## config.mk

```make
export PLATFORM = sky130hd
export DESIGN_NAME = binary_clock_tick_counter
export DESIGN_NICKNAME = d
export VERILOG_FILES = /design/src/rtl/bctc_pkg.sv /design/src/rtl/bctc_cfg.sv /design/src/rtl/bctc_core.sv /design/src/rtl/binary_clock_tick_counter.sv
export VERILOG_INCLUDE_DIRS = /design/src /design/src/rtl
export SDC_FILE = /design/constraint.sdc
export NUM_CORES = 1
export LEC_CHECK = 0
export ABC_AREA = 1
export BUFFER_PORTS_ARGS = -buffer_cell sky130_fd_sc_hd__buf_4
export CORE_ASPECT_RATIO = 0.9
export CORE_MARGIN = 2
export CORE_UTILIZATION = 61
export DETAILED_ROUTE_END_ITERATION = 10
export PLACE_DENSITY = 0.84
export SYNTH_ARGS = -nofsm -noshare
export SYNTH_HDL_FRONTEND = slang
export SYNTH_SLANG_ARGS = --single-unit
export TNS_END_PERCENT = 100
```

## constraint.sdc

```tcl
create_clock -name clk -period 6.2 [get_ports clk]
set_clock_uncertainty 0.1 [all_clocks]
set_input_delay 0.62 -clock clk [delete_from_list [all_inputs] [get_ports clk]]
set_output_delay 0.62 -clock clk [all_outputs]
set_load 0.01 [all_outputs]
```

## src/rtl/binary_clock_tick_counter_defines.svh

```systemverilog
// Assertion macros for the binary clock tick counter.
// The host module must provide clk and rst.
`ifndef BINARY_CLOCK_TICK_COUNTER_DEFINES_SVH
`define BINARY_CLOCK_TICK_COUNTER_DEFINES_SVH

`ifndef SYNTH
`define BCTC_ASSERT(label, prop, msg) \
  label: assert property (@(posedge clk) disable iff (rst) prop) else $error(msg);
`define BCTC_ASSERT_ALWAYS(label, prop, msg) \
  label: assert property (@(posedge clk) prop) else $error(msg);
`else
`define BCTC_ASSERT(label, prop, msg)
`define BCTC_ASSERT_ALWAYS(label, prop, msg)
`endif

`endif

```

## src/rtl/bctc_pkg.sv

```systemverilog
package bctc_pkg;

  localparam int STEP_W   = 23;
  localparam int ACC_W    = 24;
  localparam int PRESS_W  = 8;
  localparam int HOUR_W   = 4;
  localparam int MIN_W    = 6;
  localparam int SEC_W    = 6;
  localparam int LED_W    = 8;
  localparam int CFG_IDX_W  = 2;
  localparam int CFG_DATA_W = 24;

  localparam logic [CFG_IDX_W-1:0] CFG_TICK_STEP     = 2'd0;
  localparam logic [CFG_IDX_W-1:0] CFG_SECOND_PERIOD = 2'd1;
  localparam logic [CFG_IDX_W-1:0] CFG_LONG_PRESS    = 2'd2;

  localparam logic [STEP_W-1:0]  TICK_STEP_RST     = 23'd32768;
  localparam logic [ACC_W-1:0]   SECOND_PERIOD_RST = 24'd1000000;
  localparam logic [PRESS_W-1:0] LONG_PRESS_RST    = 8'd15;

  localparam logic [ACC_W-1:0]   ACC_MAX    = '1;
  localparam logic [PRESS_W-1:0] PRESS_MAX  = '1;
  localparam logic [SEC_W-1:0]   SEC_LAST   = 6'd59;
  localparam logic [MIN_W-1:0]   MIN_LAST   = 6'd59;
  localparam logic [HOUR_W-1:0]  HOUR_LAST  = 4'd11;

  typedef struct packed {
    logic [STEP_W-1:0]  tick_step;
    logic [ACC_W-1:0]   second_period;
    logic [PRESS_W-1:0] long_press_ticks;
  } cfg_t;

  typedef struct packed {
    logic [HOUR_W-1:0] hours;
    logic [MIN_W-1:0]  minutes;
    logic [SEC_W-1:0]  seconds;
    logic [LED_W-1:0]  port_a;
    logic [LED_W-1:0]  port_b;
    logic              updated;
  } result_t;

  // Active-low hour byte: h3 -> bit1, h2 -> bit0, h1 -> bit7, h0 -> bit6.
  function automatic logic [LED_W-1:0] hour_leds(input logic [HOUR_W-1:0] h);
    logic [LED_W-1:0] a;
    a    = '0;
    a[1] = h[3];
    a[0] = h[2];
    a[7] = h[1];
    a[6] = h[0];
    return ~a;
  endfunction

  // Active-low minute byte: m5 -> bit2, m4..m0 -> bits 7..3.
  function automatic logic [LED_W-1:0] minute_leds(input logic [MIN_W-1:0] m);
    logic [LED_W-1:0] b;
    b      = '0;
    b[2]   = m[5];
    b[7:3] = m[4:0];
    return ~b;
  endfunction

endpackage

```

## src/rtl/bctc_cfg.sv

```systemverilog
module bctc_cfg (
  input  logic                           clk,
  input  logic                           rst,
  input  logic                           cfg_we,
  input  logic [bctc_pkg::CFG_IDX_W-1:0]  cfg_index,
  input  logic [bctc_pkg::CFG_DATA_W-1:0] cfg_data,
  output bctc_pkg::cfg_t                 cfg
);
  import bctc_pkg::*;

  always_ff @(posedge clk) begin
    if (rst) begin
      cfg.tick_step        <= TICK_STEP_RST;
      cfg.second_period    <= SECOND_PERIOD_RST;
      cfg.long_press_ticks <= LONG_PRESS_RST;
    end else if (cfg_we) begin
      case (cfg_index)
        CFG_TICK_STEP:     cfg.tick_step        <= cfg_data[STEP_W-1:0];
        CFG_SECOND_PERIOD: cfg.second_period    <= cfg_data[ACC_W-1:0];
        CFG_LONG_PRESS:    cfg.long_press_ticks <= cfg_data[PRESS_W-1:0];
        default: ;
      endcase
    end
  end

endmodule

```

## src/rtl/bctc_core.sv

```systemverilog
`include "binary_clock_tick_counter_defines.svh"

module bctc_core (
  input  logic              clk,
  input  logic              rst,
  input  logic              tick,
  input  logic              button,
  input  bctc_pkg::cfg_t    cfg,
  output bctc_pkg::result_t res
);
  import bctc_pkg::*;

  logic [ACC_W-1:0]   micro_accumulator, micro_accumulator_next;
  logic [SEC_W-1:0]   second_count, second_count_next;
  logic [MIN_W-1:0]   minute_count, minute_count_next;
  logic [HOUR_W-1:0]  hour_count, hour_count_next;
  logic [PRESS_W-1:0] press_length, press_length_next;
  logic               was_pressed;
  logic [LED_W-1:0]   port_a_latch, port_a_latch_next;
  logic [LED_W-1:0]   port_b_latch, port_b_latch_next;

  logic               pressed, release_evt, short_press;
  logic [PRESS_W-1:0] press_inc;
  logic [MIN_W-1:0]   min_btn;
  logic [HOUR_W-1:0]  hour_btn;
  logic [ACC_W:0]     acc_sum;
  logic [ACC_W-1:0]   acc_sat;
  logic               sec_adv, sec_wrap, min_wrap, updated;

  always_comb begin
    pressed     = ~button;
    press_inc   = (pressed && press_length != PRESS_MAX) ? press_length + 1'b1 : press_length;
    release_evt = was_pressed && !pressed;
    short_press = press_inc < cfg.long_press_ticks;

    // Button adjust: minute or hour, each wrapping on its own without carry.
    min_btn  = minute_count;
    hour_btn = hour_count;
    if (release_evt && short_press) begin
      min_btn = (minute_count == MIN_LAST) ? '0 : minute_count + 1'b1;
    end
    if (release_evt && !short_press) begin
      hour_btn = (hour_count == HOUR_LAST) ? '0 : hour_count + 1'b1;
    end
    press_length_next = release_evt ? '0 : press_inc;

    acc_sum = {1'b0, micro_accumulator} + {2'b00, cfg.tick_step};
    acc_sat = acc_sum[ACC_W] ? ACC_MAX : acc_sum[ACC_W-1:0];
    sec_adv = acc_sat >= cfg.second_period;
    micro_accumulator_next = sec_adv ? acc_sat - cfg.second_period : acc_sat;

    sec_wrap = sec_adv && second_count == SEC_LAST;
    min_wrap = sec_wrap && min_btn == MIN_LAST;
    second_count_next = sec_adv ? (sec_wrap ? '0 : second_count + 1'b1) : second_count;
    minute_count_next = sec_wrap ? (min_wrap ? '0 : min_btn + 1'b1) : min_btn;
    hour_count_next   = min_wrap ? ((hour_btn == HOUR_LAST) ? '0 : hour_btn + 1'b1)
                                 : hour_btn;

    updated           = release_evt || sec_adv;
    port_a_latch_next = updated ? hour_leds(hour_count_next) : port_a_latch;
    port_b_latch_next = updated ? minute_leds(minute_count_next) : port_b_latch;

    res.hours   = hour_count_next;
    res.minutes = minute_count_next;
    res.seconds = second_count_next;
    res.port_a  = port_a_latch_next;
    res.port_b  = port_b_latch_next;
    res.updated = updated;
  end

  always_ff @(posedge clk) begin
    if (rst) begin
      micro_accumulator <= '0;
      second_count      <= '0;
      minute_count      <= '0;
      hour_count        <= '0;
      press_length      <= '0;
      was_pressed       <= 1'b0;
      port_a_latch      <= '0;
      port_b_latch      <= '0;
    end else if (tick) begin
      micro_accumulator <= micro_accumulator_next;
      second_count      <= second_count_next;
      minute_count      <= minute_count_next;
      hour_count        <= hour_count_next;
      press_length      <= press_length_next;
      was_pressed       <= pressed;
      port_a_latch      <= port_a_latch_next;
      port_b_latch      <= port_b_latch_next;
    end
  end

  `BCTC_ASSERT_ALWAYS(a_time_range, rst || (hour_count <= HOUR_LAST && minute_count <= MIN_LAST && second_count <= SEC_LAST), "time count out of range")
  `BCTC_ASSERT(a_sec_hold, tick && !sec_adv |=> $stable(second_count), "seconds moved without period")
  `BCTC_ASSERT(a_release_clear, tick && release_evt |=> press_length == '0, "press length not cleared")
  `BCTC_ASSERT(a_leds_hold, !(tick && updated) |=> $stable(port_a_latch) && $stable(port_b_latch), "LED latch changed without update")

endmodule

```

## src/rtl/binary_clock_tick_counter.sv

```systemverilog
// Channel  Handshake           Payload
// in       in_valid/in_ready   button_level
// out      out_valid/out_ready hours_now, minutes_now, seconds_now,
//                              port_a_leds, port_b_leds, display_updated
// cfg      cfg_we              cfg_index, cfg_data
//
// One tick per clock sustained unless the output stalls; a beat's result reaches the
// outputs via the input register, then the result register fed by clock update logic.
// The tick update (saturating add, period compare, second/minute/hour carry) is
// one pass of logic between the input register and the result register.
// Reset loads the default configuration and clears time, press state and LED latches.
// A stalled output holds its beat and the input stage keeps at most one beat behind it.
module binary_clock_tick_counter (
  input  logic                            clk,
  input  logic                            rst,
  input  logic                            in_valid,
  output logic                            in_ready,
  input  logic                            button_level,
  output logic                            out_valid,
  input  logic                            out_ready,
  output logic [bctc_pkg::HOUR_W-1:0]     hours_now,
  output logic [bctc_pkg::MIN_W-1:0]      minutes_now,
  output logic [bctc_pkg::SEC_W-1:0]      seconds_now,
  output logic [bctc_pkg::LED_W-1:0]      port_a_leds,
  output logic [bctc_pkg::LED_W-1:0]      port_b_leds,
  output logic                            display_updated,
  input  logic                            cfg_we,
  input  logic [bctc_pkg::CFG_IDX_W-1:0]  cfg_index,
  input  logic [bctc_pkg::CFG_DATA_W-1:0] cfg_data
);
  import bctc_pkg::*;

  cfg_t    cfg;
  result_t res;
  logic    in_full;
  logic    button_q;
  logic    adv;

  assign adv      = in_full && (!out_valid || out_ready);
  assign in_ready = !in_full || adv;

  bctc_cfg u_cfg (
    .clk       (clk),
    .rst       (rst),
    .cfg_we    (cfg_we),
    .cfg_index (cfg_index),
    .cfg_data  (cfg_data),
    .cfg       (cfg)
  );

  bctc_core u_core (
    .clk    (clk),
    .rst    (rst),
    .tick   (adv),
    .button (button_q),
    .cfg    (cfg),
    .res    (res)
  );

  always_ff @(posedge clk) begin
    if (rst) begin
      in_full <= 1'b0;
    end else if (in_valid && in_ready) begin
      in_full <= 1'b1;
    end else if (adv) begin
      in_full <= 1'b0;
    end
  end

  always_ff @(posedge clk) begin
    if (in_valid && in_ready) begin
      button_q <= button_level;
    end
  end

  always_ff @(posedge clk) begin
    if (rst) begin
      out_valid <= 1'b0;
    end else if (adv) begin
      out_valid <= 1'b1;
    end else if (out_ready) begin
      out_valid <= 1'b0;
    end
  end

  always_ff @(posedge clk) begin
    if (adv) begin
      hours_now       <= res.hours;
      minutes_now     <= res.minutes;
      seconds_now     <= res.seconds;
      port_a_leds     <= res.port_a;
      port_b_leds     <= res.port_b;
      display_updated <= res.updated;
    end
  end

endmodule
```

== After elaboration in Yosys (flattened, before gate mapping) ==
Cells that the tools add are included.
Storage, ports and cells
  register bits after elaboration: 156
  output and inout bits: 35
  input bits: 32
  word-level logic and storage cells: 81
Cells by class
  reductions and logical operators: 20
  equal/unequal tests: 8
  add/subtract/negate cells: 8
  bitwise logic cells: 3
  $lt $le $gt $ge: 2
  multiplexer cells: 20
Operators with widths (number)
  24-bit two-way mux: 2
  6-bit two-way mux: 6
  8-bit two-way mux: 4
  24-bit by 23-bit adder with 25-bit output: 1
  24-bit >= comparator: 1
  24-bit subtractor: 1
  6-bit by 1-bit adder with 6-bit output (second input constant): 3
  6-bit equality test (second input constant): 3
  4-bit two-way mux: 4
  8-bit inverter: 2
  4-bit by 1-bit adder with 4-bit output (second input constant): 2
  8-bit by 1-bit adder with 8-bit output (second input constant): 1
  4-bit equality test (second input constant): 2
  1-bit logical AND: 8
  8-bit less-than comparator: 1
  8-bit inequality test (second input constant): 1
  2-bit AND reduction: 3
  1-bit two-way mux: 4
  2-bit nonzero test: 2
  1-bit zero test: 3
  1-bit logical OR: 3
  2-bit by 1-bit equality test with 1-bit output (second input constant): 1
  2-bit equality test (second input constant): 1
  2-bit zero test: 1
  1-bit inverter: 1

== Logic depth before layout (Yosys ltp) ==
Gate-level depths: netlist of run 1.
  word-level depth: 12
  gate-level depth with buffers: 30
  gate-level depth less buffers: 30

== Cells and area by module ==
A second synthesis of run 1 with hierarchy kept.
Unflattened totals
  cell total of the unflattened synthesis: 1401
  area total of the unflattened synthesis: 9892.0 sq um
Modules (own cells, without submodules)
  bctc_core: sequential area each 1301.2 sq um, cells each 1019, instances 1, area each 6511.2 sq um
  bctc_cfg: sequential area each 1101.1 sq um, cells each 336, instances 1, area each 2268.4 sq um
  binary_clock_tick_counter: sequential area each 1061.0 sq um, cells each 46, instances 1, area each 1112.3 sq um

== Worst setup path after synthesis of run 1 ==
Ideal clock, no wire load.
  path type: register -> register
  start: reg u_cfg.cfg[32] (netlist name)
  end: reg port_a_leds[1] in the netlist's numbering (data pin)
  arrival time: 3.931 ns
  required time: 5.837 ns
  path buffers: 0
  path slack: 1.907 ns
  library setup time: 0.263 ns
  stages on the path, launching flop included: 29
  clock period less this slack: 4.293 ns
  cells stage by stage: dfxtp_1 ha_1 fa_1 nand2_1 a31oi_1 nand4_1 nand3_1 a21oi_2 inv_1 nor2_1 ha_1 inv_1 fa_1 nand3_1 nand2_1 a21oi_2 o21ai_2 o21bai_1 nand3_1 nand2_1 nor2_1 nand2_1 nor2_2 nand2_2 clkinv_1 nand3_1 nand2_2 nand2_1 o21ai_1
RTL lines
  to (signal assigned): line binary_clock_tick_counter.sv:91  | port_a_leds <= res.port_a;
  to (decl): line binary_clock_tick_counter.sv:24  | output logic [bctc_pkg::LED_W-1:0] port_a_leds,

== Final worst setup path of run 1 ==
  start: reg u_cfg.cfg[34] (netlist name)
  end: reg u_core.port_a_latch[6]
Between the ends
  word-level cells in the longest chain between the ends: 8
  elaborated cells between the ends (all ways): 9
  those cells by class: add/sub (1); order compare (1); mux (3); bitwise (1); reduce/logical (3)
RTL lines
  24-bit by 23-bit adder with 25-bit output *: line bctc_core.sv:47  | acc_sum = {1'b0, micro_accumulator} + {2'b00, cfg.tick_step};
  24-bit two-way mux *: line bctc_core.sv:48  | acc_sat = acc_sum[ACC_W] ? ACC_MAX : acc_sum[ACC_W-1:0];
  24-bit >= comparator *: line bctc_core.sv:49  | sec_adv = acc_sat >= cfg.second_period;
  1-bit logical AND: line bctc_core.sv:52  | sec_wrap = sec_adv && second_count == SEC_LAST;
  1-bit logical AND: line bctc_core.sv:53  | min_wrap = sec_wrap && min_btn == MIN_LAST;
  4-bit two-way mux: line bctc_core.sv:56  | hour_count_next = min_wrap ? ((hour_btn == HOUR_LAST) ? '0 : hour_btn + 1'b1)
  8-bit inverter: line bctc_pkg.sv:50  | return ~a;
  8-bit two-way mux *: line bctc_core.sv:60  | port_a_latch_next = updated ? hour_leds(hour_count_next) : port_a_latch;
  to (signal assigned): line bctc_core.sv:88  | port_a_latch <= port_a_latch_next;
  to (decl): line bctc_core.sv:19  | logic [LED_W-1:0] port_a_latch, port_a_latch_next;
Every way passes the cells marked *; elsewhere a longest branch is shown, timed or not.
A chain may end at the register's enable or synchronous reset.

==> out/qor.csv, run 1 <==
metric;value;unit
Post-synth EDFFs;34;
Reg2Reg Depth;24;
Worst Path Buf+Inv;3;
die height;119;µm
routed length on met2;10000;µm
critical path's most frequent cell;nand3_1;
Pwr Density;300;mW/mm²
post-synthesis instance total;1218;
relative slew slack;38.7;%
Detail Placement HPWL;15500;µm
count leader, synth;nand2_1;
DIE WIDTH;132;µm
hold path depth;1;
synth top area cells;dfxtp_1, edfxtp_1, nand2_1;
Port Buffer Count;66;
area growth from synthesis to layout;14.4;%
Post-CTS Setup Bufs;0;
wl on met1;10400;µm
area of the multi-input gates;0.00485;mm²
status;finished, final reports clean;
crit-path max cell delay;470;ps
CTS H-tree lvls;4;
Detail Route Antenna Nets;0;
CP top delay family;compound AO/OA/AOI/OAI gates;
Sink Count;156;
synthesis-stage register bit count;156;
Core ar.;0.0146;mm²
CTS Hold Buffers Added;0;
Fill cells;1189;
Total GRT Usage;28.9;%
first-pass GRT wire length;37100;µm
Pins Over Slew Limit;0;
CP max stage cell;a211oi_1;
worst skew pair latency;430;ps
cts repair resizes;0;
sw frac;30.7;%
routed len/inst;15.3;µm
vias per inst;5.71;
drt total wl;22600;µm
Max Clk Rate;174;MHz
met3 wire length;1880;µm
min Tclk post-route;5740;ps
Mapped Area;0.00904;mm²
Syn. warnings;0;
crit-path cells;ha_1 -> nand3_1 -> nand3_1 -> a21oi_1 -> o21ai_1 -> a21boi_0 -> o21ai_1 -> a21boi_0 -> o21bai_1 -> or2_1 -> nand3_1 -> ha_1 -> a21o_1 -> a21boi_1 -> nor2_1 -> a211oi_1 -> nand3_1 -> nor2_1 -> buf_4 -> inv_2 -> nand2_1 -> inv_2 -> o21ai_0 -> a21oi_1;
RSZ-0062 raised after global routing;false;
Clock Power Share;36.7;%
CP max FO;15;
diode count;0;
crit path DAT;5960;ps
Fin Setup TNS;0;ps
maxcap violations;0;
WP depth;24;
sequential share of power;37.7;%
1st-iter DRT viols;859;
actual slew at the worst max-slew pin;918;ps
die area;0.0158;mm²
share of post-route cells with drive strength above 1;12.0;%
worst hold-check path type;primary input to flip-flop;
sequential share of the synthesized area;38.3;%
DRT Pass-1 Iters;7;
clk slew on worst S/H paths;60;ps
starting density of the core;61.9;%
syn_area_per_cell;7.42;µm²
routability cong.;0.959;
register area;0.00346;mm²
design area;0.0103;mm²
Clock Path Buffers;2;
Overflow after GRT;0;
vias;8468;
VDD IR max;0.241;mV
share of synthesized registers carrying an async set or reset;0;%
DRC viols;0;
CTS tree;built;
placed cell areas;0.00970;mm²
Yosys cell types;48;
vias in the first global route;7650;
Post-synth top cells;nand2_1, inv_1, a21oi_1, dfxtp_1, o21ai_0;
top_reg_cell synth;dfxtp_1;
Yosys top cell area share;27.0;%
Crit. End Element;flip-flop;
final hold viol count;0;
P_int;2.15;mW
Lkg Pwr;4.88;nW
# setup viols final;0;
type of the worst setup path;flip-flop to flip-flop;
initial antenna violation count;0;
net switching power;955;µW
Worst Setup Start Kind;flip-flop;
clock tree root driver cell;clkbuf_16;
highest metal used;met4;
Syn Nets;1312;
FP Rows;42;
largest net degree at the start of global routing;83;
Required @ worst endpoint;6410;ps
nets@finish;1365;
combinational power share;25.5;%
cell taking the most area after synthesis;dfxtp_1;
io pins;67;
CTS Buf Count;17;
Tcrit/Tclk final;92.6;%
-- stage by stage --
step                      utilization (%)  hold WS, ps  setup slack [ps]  total power [mW]  instances
final                                70.8          271               457              3.11       1482
after global routing                 70.8          267               123              3.25       1482
after CTS                            70.8          265               638              3.09       1482
after detailed placement             66.4          350               740              1.96       1450
after global placement               66.4          344               793              1.94       1450
after floorplan                         -          329              1910              1.75       1218
-- path summary, 6_finish.rpt --
path | from | endpoint | slack (ps)
setup / recovery | u_cfg.cfg[34] | u_core.port_a_latch[6] | 460
hold / removal | button_level | button_q | 270
setup reg to reg | u_cfg.cfg[34] | u_core.port_a_latch[6] | 460
hold reg to reg | u_core.port_a_latch[2] | u_core.port_a_latch[2] | 350
-- placed cells by master, fill, tap and decap left out, drive strengths merged --
cell type and n:
xnor2 14, a21o 3, o31ai 1, nor2 106
nor3b 1, nor4 3, o311ai 1, a211oi 2
clkinv 5, inv 152, a21boi 6, buf 74
o21bai 5, o21ai 131, nand2 243, o22ai 1
ha 60, fa 2, a31oi 9, nand4 12
nand3b 2, clkbuf 25, xor2 28, edfxtp 34
a31o 2, a21oi 142, bufinv 5, or2 12
o211ai 18, nand3 54, dfxtp 122, a22oi 1
nor3 8
-- cells by family after synthesis --
group,count (synthesis),synth area share (%)
AO/OA/AOI/OAI,322,19.7
XOR/XNOR,42,4.07
adder cells (fa/ha/maj),62,8.75
buffers and inverters,195,8.12
flip-flops,156,38.3
AND/OR/NAND/NOR,441,21.0
-- layer usage --
metal / track usage (%) / vias up
met5: 0 / -
met4: 6.79 / 0
met3: 6.42 / 32
met2: 45.2 / 369
met1: 41.1 / 3909
li1: - / 4158
-- power by group through the flow --
stage | Sequential, mW | Clock (mW) | Combinational, mW
2_1_floorplan | 1.20 | 0 | 0.554
3_3_place_gp | 1.19 | 0 | 0.748
3_5_place_dp | 1.19 | 0 | 0.763
4_1_cts | 1.17 | 1.14 | 0.776
5_1_grt | 1.18 | 1.19 | 0.885
6_report | 1.17 | 1.14 | 0.793
-- final cells by class --
| class | count | area share [%] |
|---|---|---|
| Clock buffer | 25 | 4.60 |
| Clock inverter | 7 | 1.59 |
| Inverter | 155 | 5.63 |
| Multi-Input combinational cell | 867 | 46.9 |
| Sequential cell | 156 | 33.5 |
| Tap cell | 198 | 2.40 |
| Timing Repair Buffer | 74 | 5.37 |
-- state kept, by name, summed over array words and instances, names as in the netlist, 6 cells and up --
register / cells
u_core.second_count: 6
u_core.port_b_latch: 8
u_core.port_a_latch: 8
u_core.press_length: 8
seconds_now: 6
u_cfg.cfg: 55
port_a_leds: 8
port_b_leds: 8
minutes_now: 6
u_core.minute_count: 6
u_core.micro_accumulator: 24
Power figures use the tool's default switching activity.
==> inputs of run 2 (changes only) <==
--- a/config.mk
+++ b/config.mk
@@ -10,10 +10,11 @@
 export BUFFER_PORTS_ARGS = -buffer_cell sky130_fd_sc_hd__buf_4
 export CORE_ASPECT_RATIO = 0.9
 export CORE_MARGIN = 2
-export CORE_UTILIZATION = 61
+export CORE_UTILIZATION = 34
 export DETAILED_ROUTE_END_ITERATION = 10
-export PLACE_DENSITY = 0.84
+export PLACE_DENSITY = 0.53
 export SYNTH_ARGS = -nofsm -noshare
 export SYNTH_HDL_FRONTEND = slang
+export SYNTH_HIERARCHICAL = 1
 export SYNTH_SLANG_ARGS = --single-unit
 export TNS_END_PERCENT = 100
==> run 2 against run 1 <==
Non-clock buffer count is 4 lower; core utilization is 32 points lower; global-route usage is 11 points lower; clock power is 8% lower; area after synthesis is 9.4% higher; maximum frequency is 2.3% higher; highest routed layer unchanged.
==> out/qor.csv, run 2 <==
metric;value;unit;change
starting density of the core;34.4;%;was 61.9%
clock tree root driver cell;clkbuf_16;;unchanged
min Tclk post-route;5610;ps;was 5740 ps
Syn. warnings;6;;was 0
RSZ-0062 raised after global routing;false;;unchanged
synth top area cells;dfxtp_1, nand2_1, edfxtp_1;;was dfxtp_1, edfxtp_1, nand2_1
maxcap violations;0;;unchanged
routability cong.;0.898;;was 0.959
Design Power;3.14;mW;was 3.11 mW
Post-CTS Setup Bufs;0;;unchanged
sequential share of the synthesized area;35.0;%;was 38.3%
DIE WIDTH;184;µm;was 132 µm
Core ar.;0.0288;mm²;was 0.0146 mm²
DRT Pass-1 Iters;5;;was 7
Clock Power Share;33.5;%;was 36.7%
Syn Nets;1495;;was 1,312
final hold viol count;0;;unchanged
relative slew slack;25.6;%;was 38.7%
Required @ worst endpoint;6430;ps;was 6410 ps
synthesis-stage register bit count;156;;unchanged
Overflow after GRT;0;;unchanged
Crit. End Element;flip-flop;;unchanged
post-synthesis instance total;1401;;was 1,218
VDD IR max;0.170;mV;was 0.241 mV
Max Clk Rate;178;MHz;was 174 MHz
crit path DAT;5840;ps;was 5960 ps
CP max stage cell;inv_1;;was a211oi_1
Top reg by flops;u_cfg/cfg;;was u_cfg.cfg
cts repair resizes;0;;unchanged
setup ws final;587;ps;was 457 ps
first-pass GRT wire length;43800;µm;was 37,100 µm
CTS tree;built;;unchanged
drt total wl;26900;µm;was 22,600 µm
worst skew pair latency;440;ps;was 430 ps
CTS Buf Count;17;;unchanged
max reg flops;55;;unchanged
crit-path max cell delay;500;ps;was 470 ps
routed len/inst;14.8;µm;was 15.3 µm
1st-iter DRT viols;723;;was 859
Total GRT Usage;18.0;%;was 28.9%
commonest non-fill, non-tap cell in the layout;nand2_1;;unchanged
largest net degree at the start of global routing;79;;was 83
Port Buffer Count;66;;unchanged
die height;166;µm;was 119 µm
Tcrit/Tclk final;90.5;%;was 92.6%
Pwr Density;280;mW/mm²;was 300 mW/mm²
most frequent cells in the layout;nand2_1, inv_1, a21oi_1, nor2_1, dfxtp_1;;was nand2_1, inv_1, a21oi_1, dfxtp_1, o21ai_0
Worst Setup Start Kind;flip-flop;;unchanged
Clock Path Buffers;2;;unchanged
Lkg Pwr;5.38;nW;was 4.88 nW
nets@finish;1534;;was 1,365
worst hold-check path type;primary input to flip-flop;;unchanged
Pins Over Slew Limit;0;;unchanged
crit-path cells;ha_1 -> fa_1 -> a21oi_1 -> o21ai_1 -> nand2_1 -> nand3_1 -> inv_1 -> nand3_1 -> ha_1 -> a21o_1 -> a21boi_1 -> o21bai_1 -> a211oi_1 -> nand2_1 -> nor2_4 -> inv_1 -> nand2_2 -> inv_2 -> o21ai_0 -> a21oi_2;;was ha_1 -> nand3_1 -> nand3_1 -> a21oi_1 -> o21ai_1 -> a21boi_0 -> o21ai_1 -> a21boi_0 -> o21bai_1 -> or2_1 -> nand3_1 -> ha_1 -> a21o_1 -> a21boi_1 -> nor2_1 -> a211oi_1 -> nand3_1 -> nor2_1 -> buf_4 -> inv_2 -> nand2_1 -> inv_2 -> o21ai_0 -> a21oi_1
syn_area_per_cell;7.06;µm²;was 7.42 µm²
Fin Setup TNS;0;ps;unchanged
# setup viols final;0;;unchanged
sequential share of power;37.7;%;about the same
vias per inst;4.92;;was 5.71
area growth from synthesis to layout;13.5;%;was 14.4%
Detail Route Antenna Nets;0;;unchanged
P_int;2.01;mW;was 2.15 mW
top_reg_cell synth;dfxtp_1;;unchanged
vias in the first global route;8332;;was 7,650
Post-synth EDFFs;34;;unchanged
actual slew at the worst max-slew pin;1110;ps;was 918 ps
count leader, synth;nand2_1;;unchanged
net switching power;1.13;mW;was 955 µW
vias;8956;;was 8,468
Detail Placement HPWL;19400;µm;was 15,500 µm
die area;0.0305;mm²;was 0.0158 mm²
DRC viols;0;;unchanged
Largest regs;u_cfg/cfg (55), u_core/micro_accumulator (24);;was u_cfg.cfg (55), u_core.micro_accumulator (24)
diode count;0;;unchanged
design area;0.0112;mm²;was 0.0103 mm²
share of post-route cells with drive strength above 1;12.5;%;was 12.0%
Yosys cell types;54;;was 48
Post-synth top cells;nand2_1, inv_1, a21oi_1, nor2_1, dfxtp_1;;was nand2_1, inv_1, a21oi_1, dfxtp_1, o21ai_0
cell taking the most area after synthesis;dfxtp_1;;unchanged
clk slew on worst S/H paths;70;ps;was 60 ps
Sink Count;156;;unchanged
initial antenna violation count;0;;unchanged
placed cell areas;0.0107;mm²;was 0.00970 mm²
CTS H-tree lvls;4;;unchanged
share of synthesized registers carrying an async set or reset;0;%;unchanged
status;finished, final reports clean;;unchanged
sw frac;36.0;%;was 30.7%
CTS Hold Buffers Added;0;;unchanged
type of the worst setup path;flip-flop to flip-flop;;unchanged
combinational power share;28.8;%;was 25.5%
Yosys top cell area share;24.7;%;was 27.0%
pre-CTS setup slack;631;ps;was 740 ps
Fin Hold WS;260;ps;was 271 ps
CP max FO;16;;was 15
io pins;67;;unchanged
Mapped Area;0.00989;mm²;was 0.00904 mm²
FP Rows;59;;was 42
run 2: cell count changes in the layout (fill, tap and decap cells not counted), sizes merged, moves of 5 or more:
| cell | change |
|---|---|
| a21oi | +7 |
| bufinv | -5 |
| clkbuf | -6 |
| inv | +51 |
| nand2 | +74 |
| nand3 | +49 |
| nand4 | +5 |
| nor2 | +43 |
| nor3 | +6 |
| o211ai | -17 |
| o21ai | -34 |
| or2 | +7 |
| xor2 | -5 |
run 2: cell type report:
type / instances / area, µm²
Tap cell: 366 / 458
Timing Repair Buffer: 70 / 526
Fill cell: 3060 / 17600
Multi-Input combinational cell: 1003 / 5490
Clock inverter: 13 / 118
Inverter: 192 / 721
Clock buffer: 19 / 454
Sequential cell: 156 / 3460
run 2: metrics by stage:
stage,utilization [%],cells
3_5_place_dp,37.0,1787
4_1_cts,39.0,1819
6_report,39.0,1819
3_3_place_gp,37.0,1787
5_1_grt,39.0,1819
2_1_floorplan,-,1401
run 2: critical path: cells and delay by family (launching register included):
family          cells  cell delay [ps]
simple gates        6             1590
compound gates      8             1450
fa+ha+maj           3             1060
buf+inv             3              970
flops               1              320
run 2: worst paths after layout:
kind                                             startpoint                      to  slack [ps]  cells past startpoint
worst max-delay path            u_core/micro_accumulator[0]  u_core/port_a_latch[7]         590                     20
worst min-delay path                           button_level                button_q         260                      1
worst max register to register  u_core/micro_accumulator[0]  u_core/port_a_latch[7]         590                     20
worst min register to register                 u_cfg/cfg[1]            u_cfg/cfg[1]         360                      2
run 2: cells by family after synthesis:
kind of cell	Yosys count	share of synthesized area (%)
flip-flops	156	35.0
AND/OR/NAND/NOR	624	28.6
buffers and inverters	242	9.65
AO/OA/AOI/OAI	280	15.5
adder cells (fa/ha/maj)	62	7.99
XOR/XNOR	36	3.19
multiplexers	1	0.114
run 2: metal layers:
| metal | wire, µm | vias to the layer above | track usage (%) |
|---|---|---|---|
| met5 | 0 | - | 0 |
| met4 | 233 | 0 | 4.24 |
| met3 | 1400 | 17 | 2.65 |
| met2 | 10900 | 214 | 25.3 |
| met1 | 14400 | 4076 | 28.4 |
| li1 | - | 4649 | - |
run 2: power groups by stage:
stage / registers, mW / clock network [mW] / logic, mW
2_1_floorplan: 1.20 / 0 / 0.647
3_3_place_gp: 1.21 / 0 / 0.897
3_5_place_dp: 1.21 / 0 / 0.893
4_1_cts: 1.18 / 1.08 / 0.900
5_1_grt: 1.19 / 1.13 / 1.02
6_report: 1.18 / 1.05 / 0.905
